[src/rtl/coe_pkg.sv]
// ----------------------------------------------------------------------------
// coe_pkg - clock offset estimator shared definitions
// Field widths, message codes, register map and divider constants.
// ----------------------------------------------------------------------------
`default_nettype none

package coe_pkg;

	// Field widths of the message and result beats
	localparam int TYPE_W   = 8;
	localparam int SEQ_W    = 16;
	localparam int IDENT_W  = 16;
	localparam int LTIME_W  = 27;   // local milliseconds of day
	localparam int RTIME_W  = 32;   // partner timestamps
	localparam int OFFSET_W = 34;
	localparam int REASON_W = 2;
	localparam int SEC_W    = 25;
	localparam int USEC_W   = 21;
	localparam int RETRY_W  = 8;

	// Message codes
	localparam logic [TYPE_W-1:0] TSTAMP_REPLY = 8'd14;
	localparam logic [SEQ_W-1:0]  EXPECTED_SEQ = 16'd512;

	// Reset values
	localparam logic [RETRY_W-1:0] RETRY_RESET     = 8'd15;
	localparam logic [IDENT_W-1:0] IDENT_RESET     = 16'd0;
	localparam logic signed [31:0] LEAST_RTT_RESET = 32'sd2147483647;

	// Register map: register i at byte address 4*i
	localparam int APB_ADDR_W = 3;
	localparam int APB_DATA_W = 32;
	localparam logic REG_RETRY_RELOAD   = 1'b0;
	localparam logic REG_EXPECTED_IDENT = 1'b1;

	// Millisecond split: x / 1000 = (x >> 3) / 125, the latter by a
	// reciprocal multiply that is exact for quotients of 30-bit values.
	localparam int MS_PER_SEC_SHIFT       = 3;
	localparam logic [30:0] DIV125_MUL    = 31'd1099511628;
	localparam int DIV125_SHIFT           = 37;
	localparam logic [9:0] MS_PER_SEC     = 10'd1000;
	localparam logic [9:0] USEC_PER_MS    = 10'd1000;

endpackage

`default_nettype wire

[src/rtl/coe_msg_if.sv]
// ----------------------------------------------------------------------------
// coe_msg_if - timestamp message channel
// Valid/ready channel carrying one received timestamp message per beat.
// ----------------------------------------------------------------------------
`default_nettype none

interface coe_msg_if;

	logic                           valid;
	logic                           ready;
	logic [coe_pkg::TYPE_W-1:0]     msg_type;
	logic [coe_pkg::SEQ_W-1:0]      seq_number;
	logic [coe_pkg::IDENT_W-1:0]    ident;
	logic [coe_pkg::LTIME_W-1:0]    originate_ms;
	logic [coe_pkg::RTIME_W-1:0]    remote_receive_ms;
	logic [coe_pkg::RTIME_W-1:0]    remote_transmit_ms;
	logic [coe_pkg::LTIME_W-1:0]    local_arrival_ms;

	modport source (
		output valid, msg_type, seq_number, ident, originate_ms,
		       remote_receive_ms, remote_transmit_ms, local_arrival_ms,
		input  ready
	);

	modport sink (
		input  valid, msg_type, seq_number, ident, originate_ms,
		       remote_receive_ms, remote_transmit_ms, local_arrival_ms,
		output ready
	);

endinterface

`default_nettype wire

[src/rtl/coe_res_if.sv]
// ----------------------------------------------------------------------------
// coe_res_if - offset result channel
// Valid/ready channel carrying one offset estimate per beat.
// ----------------------------------------------------------------------------
`default_nettype none

interface coe_res_if;

	logic                                valid;
	logic                                ready;
	logic                                accepted;
	logic                                seq_mismatch;
	logic                                ident_mismatch;
	logic signed [coe_pkg::OFFSET_W-1:0] offset_ms;
	logic [coe_pkg::REASON_W-1:0]        adjust_reason;
	logic signed [coe_pkg::SEC_W-1:0]    adjust_sec;
	logic signed [coe_pkg::USEC_W-1:0]   adjust_usec;
	logic [coe_pkg::RETRY_W-1:0]         retries_left;

	modport source (
		output valid, accepted, seq_mismatch, ident_mismatch, offset_ms,
		       adjust_reason, adjust_sec, adjust_usec, retries_left,
		input  ready
	);

	modport sink (
		input  valid, accepted, seq_mismatch, ident_mismatch, offset_ms,
		       adjust_reason, adjust_sec, adjust_usec, retries_left,
		output ready
	);

endinterface

`default_nettype wire

[src/rtl/clock_offset_estimator.sv]
// ----------------------------------------------------------------------------
// clock_offset_estimator - NTP-style clock offset with least round trip filter
// Eight-stage pipeline: offset arithmetic, millisecond split and adjust logic.
// ----------------------------------------------------------------------------
// Pipeline: a message beat accepted from msg passes through one register per stage
//   on its way to res, and the last stage register is the output register.
// Throughput: one message per cycle while res is ready; every stage advances on its own when the
//   stage after it is empty or moving, so stalls on res fill bubbles first.
// Reset: arst_n clears all stage valids, reloads the countdown with 15, the
//   least round trip with 2147483647 and the registers with their defaults.
`default_nettype none

module clock_offset_estimator (
	input  wire                              clk,
	input  wire                              arst_n,
	// APB-style configuration port
	input  wire                              psel,
	input  wire                              penable,
	input  wire                              pwrite,
	input  wire [coe_pkg::APB_ADDR_W-1:0]    paddr,
	input  wire [coe_pkg::APB_DATA_W-1:0]    pwdata,
	output logic [coe_pkg::APB_DATA_W-1:0]   prdata,
	output logic                             pready,
	// channels
	coe_msg_if.sink                          msg,
	coe_res_if.source                        res
);

	localparam int NSTG = 8;

	typedef enum logic [coe_pkg::REASON_W-1:0] {
		RSN_NONE    = 2'd0,
		RSN_EXPIRED = 2'd1,
		RSN_NEW_MIN = 2'd2
	} reason_t;

	// control fields that ride along with the arithmetic
	typedef struct packed {
		logic                          accepted;
		logic                          seq_mis;
		logic                          ident_mis;
		reason_t                       reason;
		logic [coe_pkg::RETRY_W-1:0]   retries;
	} ctl_t;

	// ------------------------------------------------------------------
	// Configuration registers
	// ------------------------------------------------------------------
	logic [coe_pkg::RETRY_W-1:0] retry_reload_q;
	logic [coe_pkg::IDENT_W-1:0] exp_ident_q;
	logic                        cfg_wr;

	assign pready = 1'b1;
	assign cfg_wr = psel && penable && pwrite && pready;

	always_ff @(posedge clk or negedge arst_n) begin
		if (!arst_n) begin
			retry_reload_q <= coe_pkg::RETRY_RESET;
			exp_ident_q    <= coe_pkg::IDENT_RESET;
		end else if (cfg_wr) begin
			case (paddr[2])
				coe_pkg::REG_RETRY_RELOAD:   retry_reload_q <= pwdata[coe_pkg::RETRY_W-1:0];
				coe_pkg::REG_EXPECTED_IDENT: exp_ident_q    <= pwdata[coe_pkg::IDENT_W-1:0];
				default: ;
			endcase
		end
	end

	always_comb begin
		case (paddr[2])
			coe_pkg::REG_RETRY_RELOAD:
				prdata = {{(coe_pkg::APB_DATA_W-coe_pkg::RETRY_W){1'b0}}, retry_reload_q};
			coe_pkg::REG_EXPECTED_IDENT:
				prdata = {{(coe_pkg::APB_DATA_W-coe_pkg::IDENT_W){1'b0}}, exp_ident_q};
			default:
				prdata = '0;
		endcase
	end

	// ------------------------------------------------------------------
	// Stage handshake: a stage takes a new beat when it is empty or when
	// the stage after it takes its current one.
	// ------------------------------------------------------------------
	logic [NSTG-1:0] stg_vld_q;
	logic [NSTG-1:0] stg_rdy;

	always_comb begin
		stg_rdy[NSTG-1] = !stg_vld_q[NSTG-1] || res.ready;
		for (int i = NSTG-2; i >= 0; i--) begin
			stg_rdy[i] = !stg_vld_q[i] || stg_rdy[i+1];
		end
	end

	always_ff @(posedge clk or negedge arst_n) begin
		if (!arst_n) begin
			stg_vld_q <= '0;
		end else begin
			if (stg_rdy[0]) begin
				stg_vld_q[0] <= msg.valid;
			end
			for (int i = 1; i < NSTG; i++) begin
				if (stg_rdy[i]) begin
					stg_vld_q[i] <= stg_vld_q[i-1];
				end
			end
		end
	end

	assign msg.ready = stg_rdy[0];
	assign res.valid = stg_vld_q[NSTG-1];

	// ------------------------------------------------------------------
	// Stage 1: input register
	// ------------------------------------------------------------------
	logic [coe_pkg::TYPE_W-1:0]  msg_type_s1;
	logic [coe_pkg::SEQ_W-1:0]   seq_s1;
	logic [coe_pkg::IDENT_W-1:0] ident_s1;
	logic [coe_pkg::LTIME_W-1:0] orig_s1;
	logic [coe_pkg::RTIME_W-1:0] rrecv_s1;
	logic [coe_pkg::RTIME_W-1:0] rtrans_s1;
	logic [coe_pkg::LTIME_W-1:0] arr_s1;

	always_ff @(posedge clk) begin
		if (stg_rdy[0]) begin
			msg_type_s1 <= msg.msg_type;
			seq_s1      <= msg.seq_number;
			ident_s1    <= msg.ident;
			orig_s1     <= msg.originate_ms;
			rrecv_s1    <= msg.remote_receive_ms;
			rtrans_s1   <= msg.remote_transmit_ms;
			arr_s1      <= msg.local_arrival_ms;
		end
	end

	// ------------------------------------------------------------------
	// Stage 1 -> 2: round trip, residence, filter state update
	// ------------------------------------------------------------------
	logic signed [coe_pkg::LTIME_W:0]    rtt_c;     // 28 bits
	logic signed [coe_pkg::RTIME_W:0]    resid_c;   // 33 bits
	logic signed [coe_pkg::OFFSET_W-1:0] tam_c;     // transmit minus arrival
	logic                                is_reply;
	logic                                upd;
	logic [coe_pkg::RETRY_W-1:0]         cd_dec;
	ctl_t                                ctl_c;
	logic [coe_pkg::RETRY_W-1:0]         countdown_d;
	logic signed [31:0]                  least_rtt_d;

	logic [coe_pkg::RETRY_W-1:0]         countdown_q;
	logic signed [31:0]                  least_rtt_q;

	assign rtt_c   = $signed({1'b0, arr_s1}) - $signed({1'b0, orig_s1});
	assign resid_c = $signed({1'b0, rtrans_s1}) - $signed({1'b0, rrecv_s1});
	assign tam_c   = $signed({2'b00, rtrans_s1})
	               - $signed({{(coe_pkg::OFFSET_W-coe_pkg::LTIME_W){1'b0}}, arr_s1});

	assign is_reply = (msg_type_s1 == coe_pkg::TSTAMP_REPLY);
	assign upd      = stg_vld_q[0] && stg_rdy[1] && is_reply;
	assign cd_dec   = countdown_q - 1'b1;

	always_comb begin
		countdown_d   = countdown_q;
		least_rtt_d   = least_rtt_q;
		ctl_c         = '0;
		ctl_c.reason  = RSN_NONE;
		ctl_c.retries = countdown_q;
		if (is_reply) begin
			ctl_c.accepted  = 1'b1;
			ctl_c.seq_mis   = (seq_s1 != coe_pkg::EXPECTED_SEQ);
			ctl_c.ident_mis = (ident_s1 != exp_ident_q);
			countdown_d     = cd_dec;
			if (cd_dec == '0) begin
				// countdown ran out: force an adjustment and restart the filter
				ctl_c.reason = RSN_EXPIRED;
				countdown_d  = retry_reload_q;
				least_rtt_d  = coe_pkg::LEAST_RTT_RESET;
			end else if (32'(rtt_c) < least_rtt_q) begin
				ctl_c.reason = RSN_NEW_MIN;
				countdown_d  = retry_reload_q;
				least_rtt_d  = 32'(rtt_c);
			end
			ctl_c.retries = countdown_d;
		end
	end

	always_ff @(posedge clk or negedge arst_n) begin
		if (!arst_n) begin
			countdown_q <= coe_pkg::RETRY_RESET;
			least_rtt_q <= coe_pkg::LEAST_RTT_RESET;
		end else if (upd) begin
			countdown_q <= countdown_d;
			least_rtt_q <= least_rtt_d;
		end
	end

	ctl_t                                ctl_s2;
	logic signed [coe_pkg::LTIME_W:0]    rtt_s2;
	logic signed [coe_pkg::RTIME_W:0]    resid_s2;
	logic signed [coe_pkg::OFFSET_W-1:0] tam_s2;

	always_ff @(posedge clk) begin
		if (stg_rdy[1]) begin
			ctl_s2   <= ctl_c;
			rtt_s2   <= rtt_c;
			resid_s2 <= resid_c;
			tam_s2   <= tam_c;
		end
	end

	// ------------------------------------------------------------------
	// Stage 2 -> 3: round trip minus residence, bumped by one when negative
	// so that the halving below truncates toward zero
	// ------------------------------------------------------------------
	logic signed [coe_pkg::OFFSET_W-1:0] diff_c;
	logic                                diff_neg;

	assign diff_neg = ($signed(33'(rtt_s2)) < resid_s2);
	assign diff_c   = $signed(34'(rtt_s2)) - $signed(34'(resid_s2))
	                + $signed({{(coe_pkg::OFFSET_W-1){1'b0}}, diff_neg});

	ctl_t                                ctl_s3;
	logic signed [coe_pkg::OFFSET_W-1:0] diff_s3;
	logic signed [coe_pkg::OFFSET_W-1:0] tam_s3;

	always_ff @(posedge clk) begin
		if (stg_rdy[2]) begin
			ctl_s3  <= ctl_s2;
			diff_s3 <= diff_c;
			tam_s3  <= tam_s2;
		end
	end

	// ------------------------------------------------------------------
	// Stage 3 -> 4: offset = back delay + transmit - arrival
	// ------------------------------------------------------------------
	ctl_t                                ctl_s4;
	logic signed [coe_pkg::OFFSET_W-1:0] offset_s4;

	always_ff @(posedge clk) begin
		if (stg_rdy[3]) begin
			ctl_s4    <= ctl_s3;
			offset_s4 <= (diff_s3 >>> 1) + tam_s3;
		end
	end

	// ------------------------------------------------------------------
	// Stage 4 -> 5: sign and magnitude (magnitude stays below 2^33)
	// ------------------------------------------------------------------
	logic [coe_pkg::OFFSET_W-1:0] mag_c;

	assign mag_c = offset_s4[coe_pkg::OFFSET_W-1] ? (~offset_s4 + 1'b1) : offset_s4;

	ctl_t                                ctl_s5;
	logic signed [coe_pkg::OFFSET_W-1:0] offset_s5;
	logic                                neg_s5;
	logic [coe_pkg::OFFSET_W-2:0]        mag_s5;

	always_ff @(posedge clk) begin
		if (stg_rdy[4]) begin
			ctl_s5    <= ctl_s4;
			offset_s5 <= offset_s4;
			neg_s5    <= offset_s4[coe_pkg::OFFSET_W-1];
			mag_s5    <= mag_c[coe_pkg::OFFSET_W-2:0];
		end
	end

	// ------------------------------------------------------------------
	// Stage 5 -> 6: seconds = (mag >> 3) / 125 by reciprocal multiply
	// ------------------------------------------------------------------
	localparam int Y_W    = coe_pkg::OFFSET_W - 1 - coe_pkg::MS_PER_SEC_SHIFT;  // 30
	localparam int PROD_W = Y_W + 31;
	localparam int Q_W    = PROD_W - coe_pkg::DIV125_SHIFT;                    // 24

	logic [Y_W-1:0]    div_y;
	logic [PROD_W-1:0] div_prod;

	assign div_y    = mag_s5[coe_pkg::OFFSET_W-2:coe_pkg::MS_PER_SEC_SHIFT];
	assign div_prod = PROD_W'(div_y) * PROD_W'(coe_pkg::DIV125_MUL);

	ctl_t                                ctl_s6;
	logic signed [coe_pkg::OFFSET_W-1:0] offset_s6;
	logic                                neg_s6;
	logic [coe_pkg::OFFSET_W-2:0]        mag_s6;
	logic [Q_W-1:0]                      quo_s6;

	always_ff @(posedge clk) begin
		if (stg_rdy[5]) begin
			ctl_s6    <= ctl_s5;
			offset_s6 <= offset_s5;
			neg_s6    <= neg_s5;
			mag_s6    <= mag_s5;
			quo_s6    <= div_prod[PROD_W-1:coe_pkg::DIV125_SHIFT];
		end
	end

	// ------------------------------------------------------------------
	// Stage 6 -> 7: remainder = mag - seconds * 1000
	// ------------------------------------------------------------------
	logic [coe_pkg::OFFSET_W-2:0] q_scaled;
	logic [coe_pkg::OFFSET_W-2:0] rem_full;

	assign q_scaled = (coe_pkg::OFFSET_W-1)'(quo_s6) * (coe_pkg::OFFSET_W-1)'(coe_pkg::MS_PER_SEC);
	assign rem_full = mag_s6 - q_scaled;

	ctl_t                                ctl_s7;
	logic signed [coe_pkg::OFFSET_W-1:0] offset_s7;
	logic                                neg_s7;
	logic [Q_W-1:0]                      quo_s7;
	logic [9:0]                          rem_s7;

	always_ff @(posedge clk) begin
		if (stg_rdy[6]) begin
			ctl_s7    <= ctl_s6;
			offset_s7 <= offset_s6;
			neg_s7    <= neg_s6;
			quo_s7    <= quo_s6;
			rem_s7    <= rem_full[9:0];
		end
	end

	// ------------------------------------------------------------------
	// Stage 7 -> 8: apply the sign, scale the remainder, zero non-replies
	// ------------------------------------------------------------------
	logic [coe_pkg::USEC_W-2:0]        usec_mag;
	logic signed [coe_pkg::SEC_W-1:0]  sec_c;
	logic signed [coe_pkg::USEC_W-1:0] usec_c;

	assign usec_mag = (coe_pkg::USEC_W-1)'(rem_s7) * (coe_pkg::USEC_W-1)'(coe_pkg::USEC_PER_MS);
	assign sec_c    = neg_s7 ? -$signed({1'b0, quo_s7}) : $signed({1'b0, quo_s7});
	assign usec_c   = neg_s7 ? -$signed({1'b0, usec_mag}) : $signed({1'b0, usec_mag});

	ctl_t                                ctl_s8;
	logic signed [coe_pkg::OFFSET_W-1:0] offset_s8;
	logic signed [coe_pkg::SEC_W-1:0]    sec_s8;
	logic signed [coe_pkg::USEC_W-1:0]   usec_s8;

	always_ff @(posedge clk) begin
		if (stg_rdy[7]) begin
			ctl_s8    <= ctl_s7;
			offset_s8 <= ctl_s7.accepted ? offset_s7 : '0;
			sec_s8    <= ctl_s7.accepted ? sec_c : '0;
			usec_s8   <= ctl_s7.accepted ? usec_c : '0;
		end
	end

	assign res.accepted       = ctl_s8.accepted;
	assign res.seq_mismatch   = ctl_s8.seq_mis;
	assign res.ident_mismatch = ctl_s8.ident_mis;
	assign res.offset_ms      = offset_s8;
	assign res.adjust_reason  = ctl_s8.reason;
	assign res.adjust_sec     = sec_s8;
	assign res.adjust_usec    = usec_s8;
	assign res.retries_left   = ctl_s8.retries;

	// ------------------------------------------------------------------
	// Assertions
	// ------------------------------------------------------------------
	// any adjustment reloads the countdown
	a_reload_on_adjust: assert property (@(posedge clk) disable iff (!arst_n)
		stg_vld_q[1] && ctl_s2.reason != RSN_NONE |-> ctl_s2.retries == retry_reload_q)
		else $error("adjustment without countdown reload");

	// reciprocal divide must leave a remainder below one second
	a_rem_range: assert property (@(posedge clk) disable iff (!arst_n)
		stg_vld_q[6] |-> rem_s7 < coe_pkg::MS_PER_SEC)
		else $error("millisecond remainder out of range");

	// non-replies carry no offset or adjustment
	a_nonreply_zero: assert property (@(posedge clk) disable iff (!arst_n)
		res.valid && !res.accepted |->
			res.offset_ms == '0 && res.adjust_sec == '0 && res.adjust_usec == '0 &&
			res.adjust_reason == RSN_NONE && !res.seq_mismatch && !res.ident_mismatch)
		else $error("non-reply result carries data");

	// a non-negative offset splits into non-negative parts
	a_split_sign: assert property (@(posedge clk) disable iff (!arst_n)
		res.valid && !res.offset_ms[coe_pkg::OFFSET_W-1] |->
			!res.adjust_sec[coe_pkg::SEC_W-1] && !res.adjust_usec[coe_pkg::USEC_W-1])
		else $error("offset split has wrong sign");

	// filter state moves only on a reply entering stage 2
	a_state_hold: assert property (@(posedge clk) disable iff (!arst_n)
		!$past(upd) && $past(arst_n) |-> $stable(countdown_q) && $stable(least_rtt_q))
		else $error("filter state changed without a reply");

endmodule

`default_nettype wire

[src/flat_wrapper.sv]
// flat-port wrapper written by rule: the top's interface ports become plain ports
module clock_offset_estimator_flat 
  (clk, arst_n, psel, penable, pwrite, paddr, pwdata, prdata, pready, msg_valid, msg_msg_type, msg_seq_number, msg_ident, msg_originate_ms, msg_remote_receive_ms, msg_remote_transmit_ms, msg_local_arrival_ms, msg_ready, res_valid, res_accepted, res_seq_mismatch, res_ident_mismatch, res_offset_ms, res_adjust_reason, res_adjust_sec, res_adjust_usec, res_retries_left, res_ready);
  coe_msg_if msg_i ();
  coe_res_if res_i ();
  input  wire clk;
  input  wire arst_n;
  input  wire psel;
  input  wire penable;
  input  wire pwrite;
  input  wire [coe_pkg::APB_ADDR_W-1:0] paddr;
  input  wire [coe_pkg::APB_DATA_W-1:0] pwdata;
  output logic [coe_pkg::APB_DATA_W-1:0] prdata;
  output logic pready;
  input wire logic [$bits(msg_i.valid)-1:0] msg_valid;
  input wire logic [$bits(msg_i.msg_type)-1:0] msg_msg_type;
  input wire logic [$bits(msg_i.seq_number)-1:0] msg_seq_number;
  input wire logic [$bits(msg_i.ident)-1:0] msg_ident;
  input wire logic [$bits(msg_i.originate_ms)-1:0] msg_originate_ms;
  input wire logic [$bits(msg_i.remote_receive_ms)-1:0] msg_remote_receive_ms;
  input wire logic [$bits(msg_i.remote_transmit_ms)-1:0] msg_remote_transmit_ms;
  input wire logic [$bits(msg_i.local_arrival_ms)-1:0] msg_local_arrival_ms;
  output wire logic [$bits(msg_i.ready)-1:0] msg_ready;
  output wire logic [$bits(res_i.valid)-1:0] res_valid;
  output wire logic [$bits(res_i.accepted)-1:0] res_accepted;
  output wire logic [$bits(res_i.seq_mismatch)-1:0] res_seq_mismatch;
  output wire logic [$bits(res_i.ident_mismatch)-1:0] res_ident_mismatch;
  output wire logic [$bits(res_i.offset_ms)-1:0] res_offset_ms;
  output wire logic [$bits(res_i.adjust_reason)-1:0] res_adjust_reason;
  output wire logic [$bits(res_i.adjust_sec)-1:0] res_adjust_sec;
  output wire logic [$bits(res_i.adjust_usec)-1:0] res_adjust_usec;
  output wire logic [$bits(res_i.retries_left)-1:0] res_retries_left;
  input wire logic [$bits(res_i.ready)-1:0] res_ready;
  assign msg_i.valid = msg_valid;
  assign msg_i.msg_type = msg_msg_type;
  assign msg_i.seq_number = msg_seq_number;
  assign msg_i.ident = msg_ident;
  assign msg_i.originate_ms = msg_originate_ms;
  assign msg_i.remote_receive_ms = msg_remote_receive_ms;
  assign msg_i.remote_transmit_ms = msg_remote_transmit_ms;
  assign msg_i.local_arrival_ms = msg_local_arrival_ms;
  assign msg_ready = msg_i.ready;
  assign res_valid = res_i.valid;
  assign res_accepted = res_i.accepted;
  assign res_seq_mismatch = res_i.seq_mismatch;
  assign res_ident_mismatch = res_i.ident_mismatch;
  assign res_offset_ms = res_i.offset_ms;
  assign res_adjust_reason = res_i.adjust_reason;
  assign res_adjust_sec = res_i.adjust_sec;
  assign res_adjust_usec = res_i.adjust_usec;
  assign res_retries_left = res_i.retries_left;
  assign res_i.ready = res_ready;
  clock_offset_estimator u_core (.clk(clk), .arst_n(arst_n), .psel(psel), .penable(penable), .pwrite(pwrite), .paddr(paddr), .pwdata(pwdata), .prdata(prdata), .pready(pready), .msg(msg_i), .res(res_i));
endmodule
[config.mk]
export PLATFORM = sky130hd
export DESIGN_NAME = clock_offset_estimator_flat
export DESIGN_NICKNAME = d
export VERILOG_FILES = /design/src/rtl/coe_pkg.sv /design/src/rtl/coe_msg_if.sv /design/src/rtl/coe_res_if.sv /design/src/rtl/clock_offset_estimator.sv /design/src/flat_wrapper.sv
export SDC_FILE = /design/constraint.sdc
export NUM_CORES = 2
export LEC_CHECK = 0
export BUFFER_PORTS_ARGS = -buffer_cell sky130_fd_sc_hd__buf_2
export CAP_MARGIN = 5
export CORE_MARGIN = 1.5
export CORE_UTILIZATION = 28
export CTS_CLUSTER_DIAMETER = 40
export DETAILED_ROUTE_END_ITERATION = 10
export SETUP_SLACK_MARGIN = 0.5
export SLEW_MARGIN = 15
export SYNTH_ARGS = -nofsm -noshare
export SYNTH_HDL_FRONTEND = slang
export SYNTH_SLANG_ARGS = --single-unit
[constraint.sdc]
create_clock -name clk -period 8.38 [get_ports clk]
set_clock_uncertainty 0.05 [all_clocks]
set_input_delay 0.419 -clock clk [delete_from_list [all_inputs] [get_ports clk]]
set_output_delay 0.419 -clock clk [all_outputs]
set_load 0.005 [all_outputs]
======== After elaboration in Yosys (flattened, before gate mapping) ========
Cells that the tools add are included.
cells by class
  add/sub/neg operators ................... 11
  multiply operators ...................... 3
  div/mod/pow operators ................... 0
  magnitude comparators ................... 2
  equality and inequality tests ........... 3
  shifts and indexed selects .............. 0
  multiplexer cells ....................... 11
  bitwise gates (word level) .............. 3
  reduce and logical (&&, ||, !) cells .... 28
operator list
  cell                      number
  $mux W32                  2
  $pmux W32 S2              1
  $mul A30 B29 Y59 const B  1
  $add A33 B34 Y34          1
  $add A34 B2 Y34           1
  $sub A28 B33 Y34          1
  $add A33 B1 Y33 const B   1
  $lt A28 B33 Y1            1
  $mux W33                  1
  $not A33 Y33              1
  $sub A32 B27 Y33          1
  $sub A32 B32 Y33          1
  $lt A28 B32 Y1            1
  $sub A27 B27 Y28          1
  $neg A24 Y25              1
  $mul A24 B7 Y7 const B    1
  $mux W24                  1
  $neg A20 Y21              1
  $mux W20                  1
  $mul A10 B7 Y17 const B   1
  $mux W8                   2
  $ne A16 B10 Y1 const B    1
  $ne A16 B16 Y1            1
  $mux W13                  1
  13 further kinds          35
word-level totals
  flip-flop bits (word level) ............. 804
  latch bits .............................. 0
  RAM bits ................................ 0
  memory bits (read-only) ................. 0
  input port bits ......................... 200
  output and inout bits ................... 128
  word-level logic and storage cells ...... 138
  memories ................................ 0

======== Depth between registers and ports, before layout ========
  depth in word-level cells ............... 11
  mapped depth ............................ 26
  depth with buffers taken out ............ 25

======== Worst setup path before layout ========
Ideal clock, no wire load.
  path type ............................... in2reg
  start point ............................. input res_ready
  end point ............................... register u_core.arr_s1[0] in the netlist's numbering (enable)
  setup time .............................. 1.326 ns
  arrival ................................. 6.081 ns
  required time ........................... 7.004 ns
  setup slack ............................. 0.923 ns
  stages on the path ...................... 6
  buffers on the path ..................... 0
  path through ............................ nor2b_1 > and2_1 > and3_1 > nand3_1 > nor2_1 > nand2_1
on the way
  word-level cells in the longest chain between the ends .. 8
RTL lines
  item                              line                           RTL
  start: declaration                flat_wrapper.sv:33             input wire logic [$bits(res_i.ready)-1:0] res_ready;
  $logic_or A1 B1 Y1                clock_offset_estimator.sv:88   stg_rdy[NSTG-1] = !stg_vld_q[NSTG-1] || res.ready;
  $logic_or A1 B1 Y1 (5 in series)  clock_offset_estimator.sv:90   stg_rdy[i] = !stg_vld_q[i] || stg_rdy[i+1];
  via u_core.stg_rdy[2]             clock_offset_estimator.sv:85   logic [NSTG-1:0] stg_rdy;
  $logic_or A1 B1 Y1 (2 in series)  clock_offset_estimator.sv:90
  via msg_ready                     flat_wrapper.sv:23             output wire logic [$bits(msg_i.ready)-1:0] msg_ready;
  end signal: assignment            clock_offset_estimator.sv:131  arr_s1 <= msg.local_arrival_ms;
  end: declaration                  clock_offset_estimator.sv:121  logic [coe_pkg::LTIME_W-1:0] arr_s1;
The timed path passes the listed nets, and every way through them passes these cells.
A chain may end at the register's enable or synchronous reset.

======== Worst setup path in the final report ========
  start point ............................. register u_core.mag_s5[22] in the netlist's numbering
  end point ............................... register u_core.quo_s6[19], data pin
on the way
  word-level cells in the longest chain between the ends .. 1
RTL lines
  item                      line                           RTL
  start: declaration        clock_offset_estimator.sv:255  logic [coe_pkg::OFFSET_W-2:0] mag_s5;
  start signal: assignment  clock_offset_estimator.sv:262  mag_s5 <= mag_c[coe_pkg::OFFSET_W-2:0];
  $mul A30 B29 Y59          clock_offset_estimator.sv:277  assign div_prod = PROD_W'(div_y) * PROD_W'(coe_pkg::DIV125_MUL);
  via u_core.div_prod[56]   clock_offset_estimator.sv:274  logic [PROD_W-1:0] div_prod;
  end signal: assignment    clock_offset_estimator.sv:291  quo_s6 <= div_prod[PROD_W-1:coe_pkg::DIV125_SHIFT];
  end: declaration          clock_offset_estimator.sv:283  logic [Q_W-1:0] quo_s6;
The timed path passes the listed nets, and every way through them passes these cells.

==> results.yml <==
final_layout:
  drive_gt1_share_pct: 13.5
  final_common_cell: "inv_1"
  area_growth_pct: 21.7
  mostFrequentLayoutCells: "inv_1 (789), edfxtp_1 (719), ha_1 (648), fa_1 (331), buf_2 (288)"
  nNetsFinal: 6127
  regArea_um2: 23400
  multi_input_area_um2: 25700
  final_cell_count_no_fill: 7537
  final_util_pct: 34.3
  nFillCells: 18396
clock_tree:
  clockBufferDepth: 3
  numCtsBuffers: 132
  h-tree-depth: 4
  clkLatencyLatePin_ns: 0.78
  clkTransAtPathRegs_ns: 0.06
  cts_tree: "done"
  cts.sinks: 788
  clockRootBuffer: "clkbuf_16"
route:
  drc: 0
  wl_mm: 121
  drt_pre_antenna_iters: 5
  routed_via_density: 4.38
  post_drt_wl_per_cell_um: 16.1
  drt_iter0_drc: 1483
  antenna_left: 0
  via_count: 33038
global_routing:
  grt_first_pass_wirelength_mm: 188
  grt_max_degree: 128
  grt_usage_pct: 12.7
  grt.overflow.total: 0
  grt_pass1_vias: 34439
  grt_antenna_before_repair: 3
die:
  dieArea_um2: 189000
  row_count: 158
  die_width_um: 435
  coreArea_um2: 185000
  start_util_pct: 28.2
  die_y_um: 435
  io_pins: 328
timing:
  timing.hold.ws_ns: 0.265
  worst_slew_pin_slew_ns: 1.21
  finalHoldViolations: 0
  fin_crit_sh_pct: 90.8
  fin_tns_setup_ns: 0
  slew_violations: 0
  fmax_ghz: 0.131
  rsz0062_at_grt: "no"
  setup_viol: 0
  slew_headroom_pct: 17.4
  period_minus_slack_ns: 7.61
worst_setup_path:
  crit_fanout: 7
  r2r_end: "u_core.quo_s6[19]"
  crit_required_ns: 8.81
  cp_slowest_cell: "fa_1"
  critPathMostFrequentCell: "fa_1"
  start_kind: "register"
  arrival_ns: 8.04
  crit_type: "reg2reg"
  reg2reg_slack_ns: 0.77
  critPathCaptureType: "register"
  rr_worst_depth: 25
  r2r-start: "u_core.mag_s5[22]"
  slowest_delay_ns: 0.57
synth:
  synth_area_um2: 52200
  synth.top_cells.by_area: "edfxtp_1 (41%), ha_1 (16%), fa_1 (13%)"
  synth_edf_count: 719
  syn_inst: 4327
  syn_avg_cell_area_um2: 12.1
  ys.flop_type: "edfxtp_1"
  netlist.area_leader.share_pct: 41.3
  yosysWarningCount: 0
  synth-async-reset-ratio_pct: 8.76
  synth_top_cell_by_area: "edfxtp_1"
  yosysUniqueCellTypes: 83
  ys_ff_latch: 788
  ys_seq_area_share_pct: 44.7
run:
  cap_violations: 0
place:
  place.gp.congestion: 0.886
  port_buffers: 289
  dp.cells: 7101
  hpwlAfterDp_mm: 95.9
hold_path:
  hold_end: "u_core.exp_ident_q[3]"
  worstHoldStart: "penable"
  hold_depth: 4
  hold_class: "in2reg"
run_status:
  run_status: "finished, final reports clean"
how the worst max path moves through the flow:
stage | start | endpoint | slack [ns] | cells after the start
finish | u_core.mag_s5[22] | u_core.quo_s6[19] | 0.77 | 25
global route | u_core.mag_s5[22] | u_core.quo_s6[16] | 0.50 | 25
CTS | u_core.mag_s5[20] | u_core.quo_s6[22] | 0.56 | 23
detailed placement | u_core.mag_s5[20] | u_core.quo_s6[22] | 0.37 | 23
global placement | u_core.mag_s5[20] | u_core.quo_s6[22] | 0.46 | 23
floorplan | res_ready | u_core.arr_s1[0] | 0.92 | 6
flip-flops by register name, summed over array words and instances (netlist names), 32 cells and up:
| register | cells |
|---|---|
| u_core.offset_s5 | 32 |
| u_core.rtrans_s1 | 32 |
| u_core.tam_s2 | 33 |
| u_core.resid_s2 | 33 |
| u_core.offset_s4 | 34 |
| u_core.offset_s7 | 32 |
| u_core.diff_s3 | 33 |
| u_core.res.offset_ms | 33 |
| u_core.tam_s3 | 33 |
| u_core.offset_s6 | 32 |
| u_core.mag_s5 | 33 |
| u_core.rrecv_s1 | 32 |
cells by family (layout without fill, tap and decap cells):
kind of cell             count (synthesis)  count (layout)  share of synthesized area (%)
adder cells (fa/ha/maj)                979             979                           28.2
buffers and inverters                  853            1564                           6.28
flip-flops                             788             788                           44.7
AO/OA/AOI/OAI                          716             716                           8.96
AND/OR/NAND/NOR                        690             690                           6.64
XOR/XNOR                               261             261                           4.38
multiplexers                            38              38                          0.807
other                                    2              21                         0.0144
cell usage after synthesis (9+ instances only):
library cell and count:
inv_1 793, edfxtp_1 719, ha_1 648, fa_1 331
a21oi_1 196, nor2_1 187, xnor2_1 176, o21ai_0 147
nand2_1 136, a21o_1 110, xor2_1 85, and2_1 54
nor3_1 44, nand2b_1 42, nand3_1 41, nor2b_1 39
dfstp_2 36, clkbuf_1 35, nand4_1 35, dfrtp_1 33
mux2_2 33, and3_1 31, o21a_1 28, o31ai_1 27
o21bai_1 25, a31oi_1 23, or3_1 22, buf_4 21
nor4_1 17, o211ai_1 14, o41ai_1 14, a211oi_1 12
o31a_1 12, o21ai_1 11, a211o_1 10, or2_2 10
a41oi_1 9
stage by stage:
| stage | setup WS, ns | cell area, µm² |
|---|---|---|
| after detailed placement | 0.372 | 57000 |
| after global routing | 0.503 | 63600 |
| after CTS | 0.559 | 63400 |
| after floorplan | 0.923 | 52300 |
| after global placement | 0.464 | 57000 |
| final | 0.774 | 63600 |
worst max-delay path: cells and delay by family (launching register included):
kind                       cells  cell delay [ns]
xor gates and xnor gates       1             0.08
adders and majority gates      9             4.21
DFF                            1             0.45
AOI/OAI and AO/OA              9             1.89
buffers and inverters          6             0.63
layout make-up:
cell class,instances,area share (%)
sequential,788,36.7
antenna,1,0.00394
clock inverter,99,2.07
inverter,794,4.70
tap,2480,4.88
multi-input combinational,2704,40.5
timing repair buffer,528,5.83
clock buffer,143,5.31
metal layers:
layer	up-vias	global-route usage [%]	wire (µm)
li1	16240	-	-
met1	15973	15.5	52800
met2	611	22.4	60000
met3	212	2.27	4800
met4	2	4.58	3740
met5	-	0	13
timing repair:
action	CTS	global route
resized for setup	2	3
hold buffers	178	0
buffers inserted	0	14
endpoints found under the hold margin	207	0
setup endpoints to repair	9	10
pin swaps	0	4
Power is not shown: default switching activity piles up to over one toggle a cycle in this logic, so the estimate is an artifact.
